## src/design/cmfu_pkg.sv

```systemverilog
// ----------------------------------------------------------------------------
// cmfu_pkg: shared definitions of the CAN motor feedback unwrap block
// Field widths, identifier constants, register indexes and the per-motor
// state entry kept in the state RAM.
// ----------------------------------------------------------------------------
`default_nettype none

package cmfu_pkg;

  localparam int ID_W     = 11;
  localparam int LEN_W    = 4;
  localparam int DECIM_W  = 9;
  localparam int CPR_W    = 16;
  localparam int ANGLE_W  = 16;
  localparam int TICK_W   = 64;
  localparam int MIDX_W   = 4;
  localparam int CFG_IDX_W  = 4;
  localparam int CFG_DATA_W = 16;

  localparam int NUM_MOTORS_DEF = 8;

  localparam logic [DECIM_W-1:0] DECIM_RESET = 9'd50;
  localparam logic [CPR_W-1:0]   CPR_RESET   = 16'd8192;

  localparam logic [CFG_IDX_W-1:0] CFG_IDX_DECIM = 4'd0;
  localparam logic [CFG_IDX_W-1:0] CFG_IDX_CPR   = 4'd1;

  localparam logic KIND_FEEDBACK = 1'b0;
  localparam logic KIND_FORWARD  = 1'b1;

  localparam logic [ID_W-1:0] MOTOR_ID_BASE  = 11'h200;
  localparam logic [ID_W-1:0] MOTOR_ID_FIRST = 11'h201;
  localparam logic [ID_W-1:0] MOTOR_ID_LAST  = 11'h208;
  localparam logic [ID_W-1:0] RSV_ID_LOW     = 11'h0FF;
  localparam logic [ID_W-1:0] RSV_RANGE_LO   = 11'h100;
  localparam logic [ID_W-1:0] RSV_RANGE_HI   = 11'h108;
  localparam logic [ID_W-1:0] RSV_ID_HIGH    = 11'h1FF;

  typedef struct packed {
    logic [ANGLE_W-1:0] last_angle;
    logic [TICK_W-1:0]  tick_sum;
    logic [DECIM_W-1:0] decim_count;
  } entry_t;

  localparam int ENTRY_W = $bits(entry_t);

  function automatic logic is_reserved(input logic [ID_W-1:0] id);
    return (id == RSV_ID_LOW) || ((id >= RSV_RANGE_LO) && (id <= RSV_RANGE_HI)) ||
           (id == RSV_ID_HIGH) || (id == MOTOR_ID_BASE);
  endfunction

endpackage

`default_nettype wire

```

## src/design/cmfu_ram.sv

```systemverilog
// ----------------------------------------------------------------------------
// cmfu_ram: generic single-write, single-read synchronous RAM
// One write port and one read port; the read data is registered and a read
// of the entry being written in the same cycle returns the old contents.
// ----------------------------------------------------------------------------
`default_nettype none

module cmfu_ram #(
  parameter int WIDTH  = 8,
  parameter int DEPTH  = 8,
  parameter int ADDR_W = (DEPTH > 1) ? $clog2(DEPTH) : 1
) (
  input  wire logic              clk_i,
  input  wire logic              we_i,
  input  wire logic [ADDR_W-1:0] waddr_i,
  input  wire logic [WIDTH-1:0]  wdata_i,
  input  wire logic              re_i,
  input  wire logic [ADDR_W-1:0] raddr_i,
  output logic      [WIDTH-1:0]  rdata_o
);

  logic [WIDTH-1:0] mem_q [DEPTH];
  logic [WIDTH-1:0] rdata_q;

  always_ff @(posedge clk_i) begin
    if (we_i) begin
      mem_q[waddr_i] <= wdata_i;
    end
    if (re_i) begin
      rdata_q <= mem_q[raddr_i];
    end
  end

  assign rdata_o = rdata_q;

endmodule

`default_nettype wire

```

## src/design/can_motor_feedback_unwrap.sv

```systemverilog
// ----------------------------------------------------------------------------
// can_motor_feedback_unwrap: CAN motor feedback decoder with multiturn unwrap
// Unpacks motor feedback frames, accumulates unwrapped angle ticks per motor,
// decimates the feedback results and forwards other frames raw.
// ----------------------------------------------------------------------------
// The block takes one received frame per beat and sustains one frame per
// clock cycle while the output is not stalled. In the cycle a frame is accepted
// the motor's state entry is read from the state RAM; in stage 1 the angle step
// is unwrapped, the 64-bit tick sum and the decimation counter are updated, and
// when stage 1 advances they are written back and the result is loaded into the
// output register. A frame that follows a frame of the same motor takes the
// written-back entry from a forwarding register instead of the RAM. Per-motor
// valid flops stand for the first-frame flag, so no clearing pass is needed
// after reset. Configuration is written through a port that is always ready.
`default_nettype none

module can_motor_feedback_unwrap
  import cmfu_pkg::*;
#(
  parameter int NUM_MOTORS = NUM_MOTORS_DEF
) (
  input  wire logic                  clk_i,
  input  wire logic                  rst_ni,

  input  wire logic                  cfg_valid_i,
  output logic                       cfg_ready_o,
  input  wire logic [CFG_IDX_W-1:0]  cfg_index_i,
  input  wire logic [CFG_DATA_W-1:0] cfg_data_i,

  input  wire logic                  in_valid_i,
  output logic                       in_stall_o,
  input  wire logic [ID_W-1:0]       can_id_i,
  input  wire logic [LEN_W-1:0]      frame_len_i,
  input  wire logic [7:0]            byte0_i,
  input  wire logic [7:0]            byte1_i,
  input  wire logic [7:0]            byte2_i,
  input  wire logic [7:0]            byte3_i,
  input  wire logic [7:0]            byte4_i,
  input  wire logic [7:0]            byte5_i,
  input  wire logic [7:0]            byte6_i,
  input  wire logic [7:0]            byte7_i,

  output logic                       out_valid_o,
  input  wire logic                  out_stall_i,
  output logic                       kind_o,
  output logic        [MIDX_W-1:0]   motor_index_o,
  output logic        [ANGLE_W-1:0]  rotor_angle_o,
  output logic signed [15:0]         speed_o,
  output logic signed [15:0]         current_o,
  output logic        [7:0]          temperature_o,
  output logic signed [TICK_W-1:0]   total_ticks_o,
  output logic        [ID_W-1:0]     fwd_id_o,
  output logic        [LEN_W-1:0]    fwd_len_o,
  output logic        [63:0]         fwd_payload_o
);

  localparam int IDX_W = (NUM_MOTORS > 1) ? $clog2(NUM_MOTORS) : 1;
  localparam logic [ID_W-1:0] MOTOR_ID_TOP = ID_W'(int'(MOTOR_ID_BASE) + NUM_MOTORS);

  // Configuration registers.
  logic [DECIM_W-1:0] decim_q;
  logic [CPR_W-1:0]   cpr_q;

  assign cfg_ready_o = 1'b1;

  always_ff @(posedge clk_i or negedge rst_ni) begin
    if (!rst_ni) begin
      decim_q <= DECIM_RESET;
      cpr_q   <= CPR_RESET;
    end else if (cfg_valid_i && cfg_ready_o) begin
      if (cfg_index_i == CFG_IDX_DECIM) begin
        decim_q <= cfg_data_i[DECIM_W-1:0];
      end else if (cfg_index_i == CFG_IDX_CPR) begin
        cpr_q <= cfg_data_i[CPR_W-1:0];
      end
    end
  end

  // Stage 0: classify the frame and issue the state read.
  logic              in_accept;
  logic              in_motor;
  logic              in_fwd;
  logic [ID_W-1:0]   in_off;
  logic [IDX_W-1:0]  in_addr;
  logic [63:0]       in_payload;

  assign in_motor   = (can_id_i >= MOTOR_ID_FIRST) && (can_id_i <= MOTOR_ID_TOP);
  assign in_fwd     = !((can_id_i >= MOTOR_ID_FIRST) && (can_id_i <= MOTOR_ID_LAST)) &&
                      !is_reserved(can_id_i);
  assign in_off     = can_id_i - MOTOR_ID_FIRST;
  assign in_addr    = in_off[IDX_W-1:0];
  assign in_payload = {byte0_i, byte1_i, byte2_i, byte3_i,
                       byte4_i, byte5_i, byte6_i, byte7_i};

  // Stage 1 registers.
  logic             s1_valid_q;
  logic             s1_motor_q;
  logic             s1_fwd_q;
  logic [IDX_W-1:0] s1_addr_q;
  logic [ID_W-1:0]  s1_id_q;
  logic [LEN_W-1:0] s1_len_q;
  logic [63:0]      s1_payload_q;

  logic out_valid_q;
  logic s1_adv;
  logic wr_en;

  // Stage 1 moves on whenever the output register is empty or drains now.
  assign s1_adv     = !out_valid_q || !out_stall_i;
  assign in_stall_o = s1_valid_q && !s1_adv;
  assign in_accept  = in_valid_i && !in_stall_o;
  assign wr_en      = s1_valid_q && s1_adv && s1_motor_q;

  // State RAM, valid flops and forwarding register.
  logic [ENTRY_W-1:0]    ram_rdata;
  logic [NUM_MOTORS-1:0] valid_q;
  logic                  byp_vld_q;
  entry_t                byp_entry_q;
  entry_t                wr_entry;

  cmfu_ram #(
    .WIDTH  (ENTRY_W),
    .DEPTH  (NUM_MOTORS),
    .ADDR_W (IDX_W)
  ) u_state_ram (
    .clk_i   (clk_i),
    .we_i    (wr_en),
    .waddr_i (s1_addr_q),
    .wdata_i (wr_entry),
    .re_i    (in_accept),
    .raddr_i (in_addr),
    .rdata_o (ram_rdata)
  );

  always_ff @(posedge clk_i or negedge rst_ni) begin
    if (!rst_ni) begin
      s1_valid_q <= 1'b0;
      byp_vld_q  <= 1'b0;
      valid_q    <= '0;
    end else begin
      if (in_accept) begin
        s1_valid_q <= 1'b1;
        // The entry written at this edge is missed by the RAM read.
        byp_vld_q  <= wr_en && (s1_addr_q == in_addr);
      end else if (s1_adv) begin
        s1_valid_q <= 1'b0;
      end
      if (wr_en) begin
        valid_q[s1_addr_q] <= 1'b1;
      end
    end
  end

  always_ff @(posedge clk_i) begin
    if (in_accept) begin
      s1_motor_q   <= in_motor;
      s1_fwd_q     <= in_fwd;
      s1_addr_q    <= in_addr;
      s1_id_q      <= can_id_i;
      s1_len_q     <= frame_len_i;
      s1_payload_q <= in_payload;
      byp_entry_q  <= wr_entry;
    end
  end

  // Stage 1: unwrap, accumulate and decimate.
  entry_t              rd_entry;
  entry_t              cur_entry;
  logic                first;
  logic [ANGLE_W-1:0]  angle;
  logic signed [17:0]  half_s;
  logic signed [17:0]  cpr_s;
  logic signed [17:0]  delta_raw;
  logic signed [17:0]  delta;
  logic [TICK_W-1:0]   tick_new;
  logic [DECIM_W-1:0]  cnt_inc;
  logic [DECIM_W-1:0]  period;
  logic                emit;

  assign rd_entry  = byp_vld_q ? byp_entry_q : entry_t'(ram_rdata);
  assign first     = !valid_q[s1_addr_q];
  assign cur_entry = first ? entry_t'('0) : rd_entry;
  assign angle     = s1_payload_q[63:48];
  assign half_s    = $signed({3'b000, cpr_q[CPR_W-1:1]});
  assign cpr_s     = $signed({2'b00, cpr_q});
  assign delta_raw = $signed({2'b00, angle}) - $signed({2'b00, cur_entry.last_angle});

  always_comb begin
    priority if (delta_raw > half_s) begin
      delta = delta_raw - cpr_s;
    end else if (delta_raw < -half_s) begin
      delta = delta_raw + cpr_s;
    end else begin
      delta = delta_raw;
    end
  end

  assign tick_new = first ? cur_entry.tick_sum
                          : cur_entry.tick_sum + {{(TICK_W-18){delta[17]}}, delta};
  assign cnt_inc  = cur_entry.decim_count + 9'd1;
  assign period   = (decim_q == '0) ? 9'd1 : decim_q;
  assign emit     = cnt_inc >= period;

  always_comb begin
    wr_entry.last_angle  = angle;
    wr_entry.tick_sum    = tick_new;
    wr_entry.decim_count = emit ? '0 : cnt_inc;
  end

  // Output register.
  logic               kind_q;
  logic [MIDX_W-1:0]  motor_index_q;
  logic [ANGLE_W-1:0] rotor_angle_q;
  logic [15:0]        speed_q;
  logic [15:0]        current_q;
  logic [7:0]         temperature_q;
  logic [TICK_W-1:0]  total_ticks_q;
  logic [ID_W-1:0]    fwd_id_q;
  logic [LEN_W-1:0]   fwd_len_q;
  logic [63:0]        fwd_payload_q;

  always_ff @(posedge clk_i or negedge rst_ni) begin
    if (!rst_ni) begin
      out_valid_q <= 1'b0;
    end else if (s1_adv) begin
      out_valid_q <= s1_valid_q && ((s1_motor_q && emit) || s1_fwd_q);
    end
  end

  always_ff @(posedge clk_i) begin
    if (s1_adv) begin
      if (s1_motor_q) begin
        kind_q        <= KIND_FEEDBACK;
        motor_index_q <= MIDX_W'(s1_addr_q) + 4'd1;
        rotor_angle_q <= angle;
        speed_q       <= s1_payload_q[47:32];
        current_q     <= s1_payload_q[31:16];
        temperature_q <= s1_payload_q[15:8];
        total_ticks_q <= tick_new;
        fwd_id_q      <= '0;
        fwd_len_q     <= '0;
        fwd_payload_q <= '0;
      end else begin
        kind_q        <= KIND_FORWARD;
        motor_index_q <= '0;
        rotor_angle_q <= '0;
        speed_q       <= '0;
        current_q     <= '0;
        temperature_q <= '0;
        total_ticks_q <= '0;
        fwd_id_q      <= s1_id_q;
        fwd_len_q     <= s1_len_q;
        fwd_payload_q <= s1_payload_q;
      end
    end
  end

  assign out_valid_o   = out_valid_q;
  assign kind_o        = kind_q;
  assign motor_index_o = motor_index_q;
  assign rotor_angle_o = rotor_angle_q;
  assign speed_o       = $signed(speed_q);
  assign current_o     = $signed(current_q);
  assign temperature_o = temperature_q;
  assign total_ticks_o = $signed(total_ticks_q);
  assign fwd_id_o      = fwd_id_q;
  assign fwd_len_o     = fwd_len_q;
  assign fwd_payload_o = fwd_payload_q;

  // Assertions.
  a_byp_implies_valid: assert property (@(posedge clk_i) disable iff (!rst_ni)
    (s1_valid_q && byp_vld_q) |-> valid_q[s1_addr_q])
    else $error("forwarded entry for a motor without a valid state entry");

  a_write_sets_valid: assert property (@(posedge clk_i) disable iff (!rst_ni)
    wr_en |=> valid_q[$past(s1_addr_q)])
    else $error("state write did not mark the motor entry valid");

  a_count_below_period: assert property (@(posedge clk_i) disable iff (!rst_ni)
    wr_en |-> (wr_entry.decim_count < period))
    else $error("decimation count written back at or above the period");

  a_fwd_clean: assert property (@(posedge clk_i) disable iff (!rst_ni)
    (out_valid_q && (kind_q == KIND_FORWARD)) |-> (total_ticks_q == '0 && motor_index_q == '0))
    else $error("forwarded beat carries motor feedback fields");

endmodule

`default_nettype wire

```

## config.mk

```make
export PLATFORM = sky130hd
export DESIGN_NAME = can_motor_feedback_unwrap
export DESIGN_NICKNAME = d
export VERILOG_FILES = /design/src/design/cmfu_pkg.sv /design/src/design/cmfu_ram.sv /design/src/design/can_motor_feedback_unwrap.sv
export SDC_FILE = /design/constraint.sdc
export NUM_CORES = 2
export LEC_CHECK = 0
export ABC_AREA = 0
export BUFFER_PORTS_ARGS = -buffer_cell sky130_fd_sc_hd__buf_4
export CELL_PAD_IN_SITES_DETAIL_PLACEMENT = 1
export CELL_PAD_IN_SITES_GLOBAL_PLACEMENT = 1
export CORE_MARGIN = 5
export CORE_UTILIZATION = 40
export CTS_CLUSTER_SIZE = 8
export DETAILED_ROUTE_END_ITERATION = 8
export PLACE_DENSITY = 0.61
export REMOVE_ABC_BUFFERS = 1
export SLEW_MARGIN = 40
export SYNTH_ARGS = -nofsm -noshare
export SYNTH_HDL_FRONTEND = slang
export SYNTH_SLANG_ARGS = --single-unit
```

## constraint.sdc

```tcl
create_clock -name clk_i -period 30.1 [get_ports clk_i]
set_input_delay 4.515 -clock clk_i [delete_from_list [all_inputs] [get_ports clk_i]]
set_output_delay 4.515 -clock clk_i [all_outputs]
set_load 0.005 [all_outputs]
```

### After elaboration in Yosys (flattened, before gate mapping)

Memory sizes are Yosys's and may differ from the RTL's. A register that Yosys moved wholly into a read port is not among the register bits.
Cells that the tools add are included.

* register bits: 413
* memory bits (writable): 712
* input port bits: 104
* output and inout port bits: 207
* word-level logic and storage cells: 93
* memories: 1

Memories
* u_state_ram.mem_q: depth 8, width 89, rd ports 1, clocked after memory_dff 1, write ports 1, line cmfu_ram.sv:22 `logic [WIDTH-1:0] mem_q [DEPTH];`

* add/subtract/negate cells: 8
* order comparisons: 9
* equality and inequality tests: 5
* muxes and demuxes: 16
* bitwise operators: 2
* reductions and logical operators: 27

Operators by type and width (number)
* 89-bit two-way mux: 2
* 64-bit adder: 1
* 64-bit two-way mux: 1
* 18-bit two-way mux: 2
* 17-bit by 17-bit adder with 18-bit output: 1
* 17-bit by 18-bit less-than comparator with 1-bit output: 1
* 9-bit two-way mux: 2
* 15-bit negator with 18-bit output: 1
* 17-bit by 17-bit subtractor with 18-bit output: 1
* 17-bit by 16-bit greater-than comparator with 1-bit output: 1
* 16-bit by 16-bit subtractor with 17-bit output: 1
* 11-bit by 10-bit equality test with 1-bit output, second input constant: 1
* 11-bit by 8-bit equality test with 1-bit output, second input constant: 1
* 11-bit by 9-bit equality test with 1-bit output, second input constant: 1
* 11-bit by 10-bit >= comparator with 1-bit output, second input constant: 1
* 11-bit by 9-bit >= comparator with 1-bit output, second input constant: 1
* 11-bit by 10-bit <= comparator with 1-bit output, second input constant: 1
* 11-bit by 9-bit <= comparator with 1-bit output, second input constant: 1
* 1-bit logical AND: 11
* 9-bit by 1-bit adder with 9-bit output, second input constant: 1
* 9-bit >= comparator: 1
* 9-bit zero test: 1
* 8-bit OR: 1
* 1-bit two-way mux: 7
* other kinds (15): 24

### Depth between registers and ports, before layout

* depth in word-level cells: 9
* gate-level depth with buffers: 42
* depth with buffers taken out: 37

### By module

From an unflattened synthesis, not the netlist that was laid out.

* cell total of the unflattened synthesis: 3229
* area, all modules: 52932.0 um^2

By module, submodules not included
* cmfu_ram: times used 1, cells each 1131, area an instance 29502.0 um^2
* can_motor_feedback_unwrap: times used 1, cells each 2098, area an instance 23430.0 um^2

### Least setup slack after synthesis

No wires, ideal clock.

* path type: input to register
* from: input out_stall_i
* to: register valid_q[0]
* library setup time: 118 ps
* arrival time: 18986 ps
* data required time: 29982 ps
* path slack: 10996 ps
* cell stages on the path: 4
* path buffers: 0
* cell sequence: nand2_1 -> nand3_1 -> nor4_1 -> or2_2

* cells in the longest elaborated chain, start to end: 4

RTL lines
* start: declaration: line can_motor_feedback_unwrap.sv:44 `input wire logic out_stall_i,`
* 1-bit zero test: line can_motor_feedback_unwrap.sv:109 `assign s1_adv = !out_valid_q || !out_stall_i;`
* 1-bit logical OR: line can_motor_feedback_unwrap.sv:109
* 1-bit logical AND (2 in a row): line can_motor_feedback_unwrap.sv:112 `assign wr_en = s1_valid_q && s1_adv && s1_motor_q;`
* end signal: assignment: line can_motor_feedback_unwrap.sv:139 `valid_q <= '0;`
* end signal: indexed assignment: line can_motor_feedback_unwrap.sv:149 `valid_q[s1_addr_q] <= 1'b1;`
* end: declaration: line can_motor_feedback_unwrap.sv:116 `logic [NUM_MOTORS-1:0] valid_q;`

Every way passes these cells.
A chain may end at the register's enable or synchronous reset.

### Final worst setup path

* from: register s1_addr_q[1]
* to: memory u_state_ram.mem_q[6][72] in the netlist's numbering, data pin

* cells in the longest elaborated chain, start to end: 9
* elaborated cells on any way between the ends: 12

RTL lines
* start: declaration: line can_motor_feedback_unwrap.sv:99 `logic [IDX_W-1:0] s1_addr_q;`
* start signal: assignment: line can_motor_feedback_unwrap.sv:158 `s1_addr_q <= in_addr;`
* 1-bit binary-select mux with 3-bit select *: line can_motor_feedback_unwrap.sv:181 `assign first = !valid_q[s1_addr_q];`
* 1-bit two-way mux (implied by the code) *: line can_motor_feedback_unwrap.sv:181
* 89-bit two-way mux: line can_motor_feedback_unwrap.sv:182 `assign cur_entry = first ? entry_t'('0) : rd_entry;`
* 16-bit by 16-bit subtractor with 17-bit output: line can_motor_feedback_unwrap.sv:186 `assign delta_raw = $signed({2'b00, angle}) - $signed({2'b00, cur_entry.last_angle});`
* 17-bit by 17-bit adder with 18-bit output or 17-bit by 18-bit less-than comparator with 1-bit output (tied branches): line can_motor_feedback_unwrap.sv:192, can_motor_feedback_unwrap.sv:191
* 18-bit two-way mux: line can_motor_feedback_unwrap.sv:191 `end else if (delta_raw < -half_s) begin`
* 18-bit two-way mux: line can_motor_feedback_unwrap.sv:189 `priority if (delta_raw > half_s) begin`
* 64-bit adder: line can_motor_feedback_unwrap.sv:199 `: cur_entry.tick_sum + {{(TICK_W-18){delta[17]}}, delta};`
* 64-bit two-way mux *: line can_motor_feedback_unwrap.sv:198 `assign tick_new = first ? cur_entry.tick_sum`
* net tick_new[63]: line can_motor_feedback_unwrap.sv:175 `logic [TICK_W-1:0] tick_new;`
* end: declaration: line cmfu_ram.sv:22

Mark *: on every way through the listed nets, which the timed path passes. The rest lies on a longest branch. The select of a mux whose other input is x is not followed.

==> results.md <==
* Worst-Margin Slew at 952.6 ps
* Final wirelength at 137.8 mm
* Max-cap violations at 0
* Die height at 372.6 um
* Detail Route Antenna Nets at 0
* Final Cycle Share at 37.12%
* Vias in the first global route at 32150
* Post-synth ARST share at 2.965%
* Clock-pin slew on the worst setup and hold paths at 50 ps
* Capturing point of the worst reg2reg path: u_state_ram.mem_q[6][72]
* Max VDD drop at 0.05204 mV
* Number of fillers in the final layout at 12720
* R2r startpoint: s1_addr_q[1]
* Switching part of the total at 35.44%
* Max clock buf depth at 3
* Data required, critical path at 30620 ps
* Synthesized netlist cell count at 3207
* Initial Utilization at 40.10%
* Via-per-instance ratio at 5.396
* Hold-fix buffers, CTS at 0
* Initial antenna violation count at 6
* Synth Flop Type: edfxtp_1
* Routability congestion estimate at 0.8674
* Yosys cell types at 79
* DP HPWL at 86.29 mm
* Max-slew violations at 0
* Crit path largest cell delay at approximately 600 ps
* CP arrival at 11690 ps
* Synth top area share at 67.28%
* Max FO, Critical Path at 43
* Share of layout cells above drive strength 1 at 24.75%
* Min-delay src: valid_q[6]
* GR Overflow Total at 0
* Synthesized area at 0.05258 mm^2
* Area Growth Syn to Fin at 18.09%
* P per Cell Area at approximately 110 mW/mm^2
* Synth Warn # at 0
* Flops & latches, synth at 1214
* Clock skew at 28.55 ps
* Min-Delay Path Class: reg2reg
* Worst Setup End Kind: flop
* Worst Hold End: valid_q[6]
* Htree depth at 4
* Setup Fix Bufs, Post-CTS at 0
* Num CTS Buffers at between 150 and 200
* Switch Pwr at 0.002324 W
* Top cells by area, synth: edfxtp_1 67%, mux4_2 7.7%, ha_1 3.8%
* Nets at 3869
* Int Power at between 0.004 and 0.005 W
* R2R Setup Slk at 18930 ps
* Initial DRC Count at 1807
* Number of synthesized flops with an enable pin at 1178
* TritonRoute pass-1 iters at 5
* Critical-path top delay cell: edfxtp_1
* Fraction of power consumed by sequential logic at 38.2%
* Routed WL per cell at 25.41 um
* Final Instance Area at 0.06209 mm^2
* Leading area contributor after synthesis: edfxtp_1
* DP Area at 0.05723 mm^2
* Clock power share at 26.4%
* Port Buf Inserts at between 300 and 400
* I/O Pins at about 310
* RSZ-0062 raised after global routing: false
* Static Leakage at 22.09 nW
* Residual DRC count at 0
* Run status: complete, no violations
* Critical path class: reg2reg
* Die W at 372.6 um
* Final Hold Vio Count at 0
* Sequential fraction of the synthesis area at 69.00%
* Syn avg cell area at 16.40 um^2
* Max Clock Freq at 89.50 MHz
* Comb power frac at 35.3%
* Hold depth at 1
* Row cnt at 133
* Clock sink count at roughly 1200
* Relative slew slack at 36.49%
* Min cycle time layout at roughly 11000 ps
* CTS Root Cell: clkbuf_16
* Setup violators final at 0
* Via count at 29250
* Reg2reg path depth at 36
* Area of the core at 0.1311 mm^2
* Resized Gates After CTS at 0
* TNS Setup at 0 ps
* First-pass GRT wire length at 204.5 mm
* Critical Path Start Type: flop
* Pin count of the biggest net entering global routing at slightly above 100
* DIE AREA at around 0.14 mm^2
* GRT Total Usage at 19.69%
* CTS tree: yes
* Clk_lat worst skew at a little under 800 ps
-- layer usage --
layer	GRT usage, %	vias up	wire length, um
met3	3.600	188	6212
met4	4.893	4	2764
met1	25.11	15240	57930
met5	0	-	26
li1	-	13190	-
met2	34.86	634	70820
-- power groups by stage --
stage	Clock (W)	Sequential, W	Combinational, W
final	0.00173	0.00251	0.00232
after global routing	0.00187	0.00252	0.00255
after CTS	0.00178	0.00251	0.00233
after detailed placement	0	0.00254	0.00232
after global placement	0	0.00253	0.00224
after floorplan	0	0.00255	0.00150
-- worst max-delay path by stage --
stage,startpoint,end,slack (ps),depth (start not counted)
after CTS,s1_addr_q[1],u_state_ram.mem_q[5][72],18900,35
after floorplan,out_stall_i,valid_q[0],11000,4
after detailed placement,s1_addr_q[1],u_state_ram.mem_q[2][72],19010,35
after global routing,s1_addr_q[1],u_state_ram.mem_q[6][72],18280,36
final,s1_addr_q[1],u_state_ram.mem_q[6][72],18930,36
after global placement,s1_addr_q[1],u_state_ram.mem_q[0][66],18830,32
-- kinds of logic after synthesis --
group                    share of synthesized area [%]
adder cells (fa/ha/maj)                          3.931
AO/OA/AOI/OAI                                    4.738
flip-flops                                       69.00
multiplexers                                     11.85
buffers and inverters                            1.606
XOR/XNOR                                         1.799
AND/OR/NAND/NOR                                  7.067
other                                         0.007132
-- metrics by stage --
stage | util (%) | setup slack, ps | total power [W] | cells | hold WS (ps)
6_report | 47.35 | 18930 | 0.006558 | 5421 | 470.4
4_1_cts | 47.28 | 18900 | 0.006628 | 5418 | 469.6
2_1_floorplan | - | 11000 | 0.004045 | 3066 | 433.7
3_5_place_dp | 43.64 | 19010 | 0.004859 | 5184 | 456.9
3_3_place_gp | 43.52 | 18830 | 0.004767 | 5179 | 444.5
5_1_grt | 47.35 | 18280 | 0.006940 | 5420 | 489.3
-- flip-flops by register name, indices dropped and copies added (netlist names), 64 cells and up --
register,flops
u_state_ram.mem_q,712
fwd_payload_o,64
byp_entry_q,89
total_ticks_o,64
u_state_ram.rdata_o,89
s1_payload_q,64
-- cell type report --
| type | count | area (um^2) | share of cell area, % |
|---|---|---|---|
| Timing Repair Buffer | 365 | 2935 | 4.727 |
| Inverter | 76 | 292.8 | 0.4715 |
| Sequential cell | 1214 | 36280 | 58.43 |
| Clock buffer | 219 | 4459 | 7.182 |
| Tap cell | 1755 | 2196 | 3.536 |
| Multi-Input combinational cell | 1776 | 15610 | 25.14 |
| Antenna cell | 1 | 2.502 | 0.004030 |
| Clock inverter | 15 | 314.1 | 0.5058 |
-- layout by cell type, fill, tap and decap left out, types with 46 or more instances in the layout --
cell type / Yosys / routed
xnor2_1: 58 / 58
edfxtp_1: 1178 / 1178
clkbuf_16: 0 / 171
a21oi_1: 118 / 117
and2_1: 87 / 87
mux2_2: 125 / 124
xor2_1: 50 / 49
buf_4: 3 / 341
mux4_2: 180 / 180
mux2i_1: 77 / 76
nand2_1: 115 / 113
o21ai_0: 83 / 83
a21o_1: 46 / 46
clkbuf_1: 115 / 48
ha_1: 158 / 157
nor2b_1: 109 / 109
inv_1: 76 / 75
nor2_1: 221 / 218
-- cell usage after synthesis, drive strengths merged, types with 28 or more instances --
library cell  instances
and2                 87
edfxtp             1178
a21oi               119
mux2i                77
ha                  158
dfrtp                32
nand2               115
and3                 38
nor2                221
nand3                28
mux4                180
nor2b               109
mux2                125
xor2                 50
clkbuf              115
nor3                 41
inv                  76
nand2b               28
o21ai                87
a21o                 46
xnor2                58
-- worst max-delay path, delay by kind of cell (launching register included) --
| kind | cells | cell delay [ps] |
|---|---|---|
| AOI/OAI and AO/OA | 17 | 4560 |
| xor gates and xnor gates | 3 | 860 |
| adders and majority gates | 3 | 1140 |
| buffers and inverters | 2 | 690 |
| DFF | 1 | 600 |
| muxes | 2 | 980 |
| and+or+nand+nor | 9 | 1980 |
Note: power is estimated with default switching activity, not from simulation.
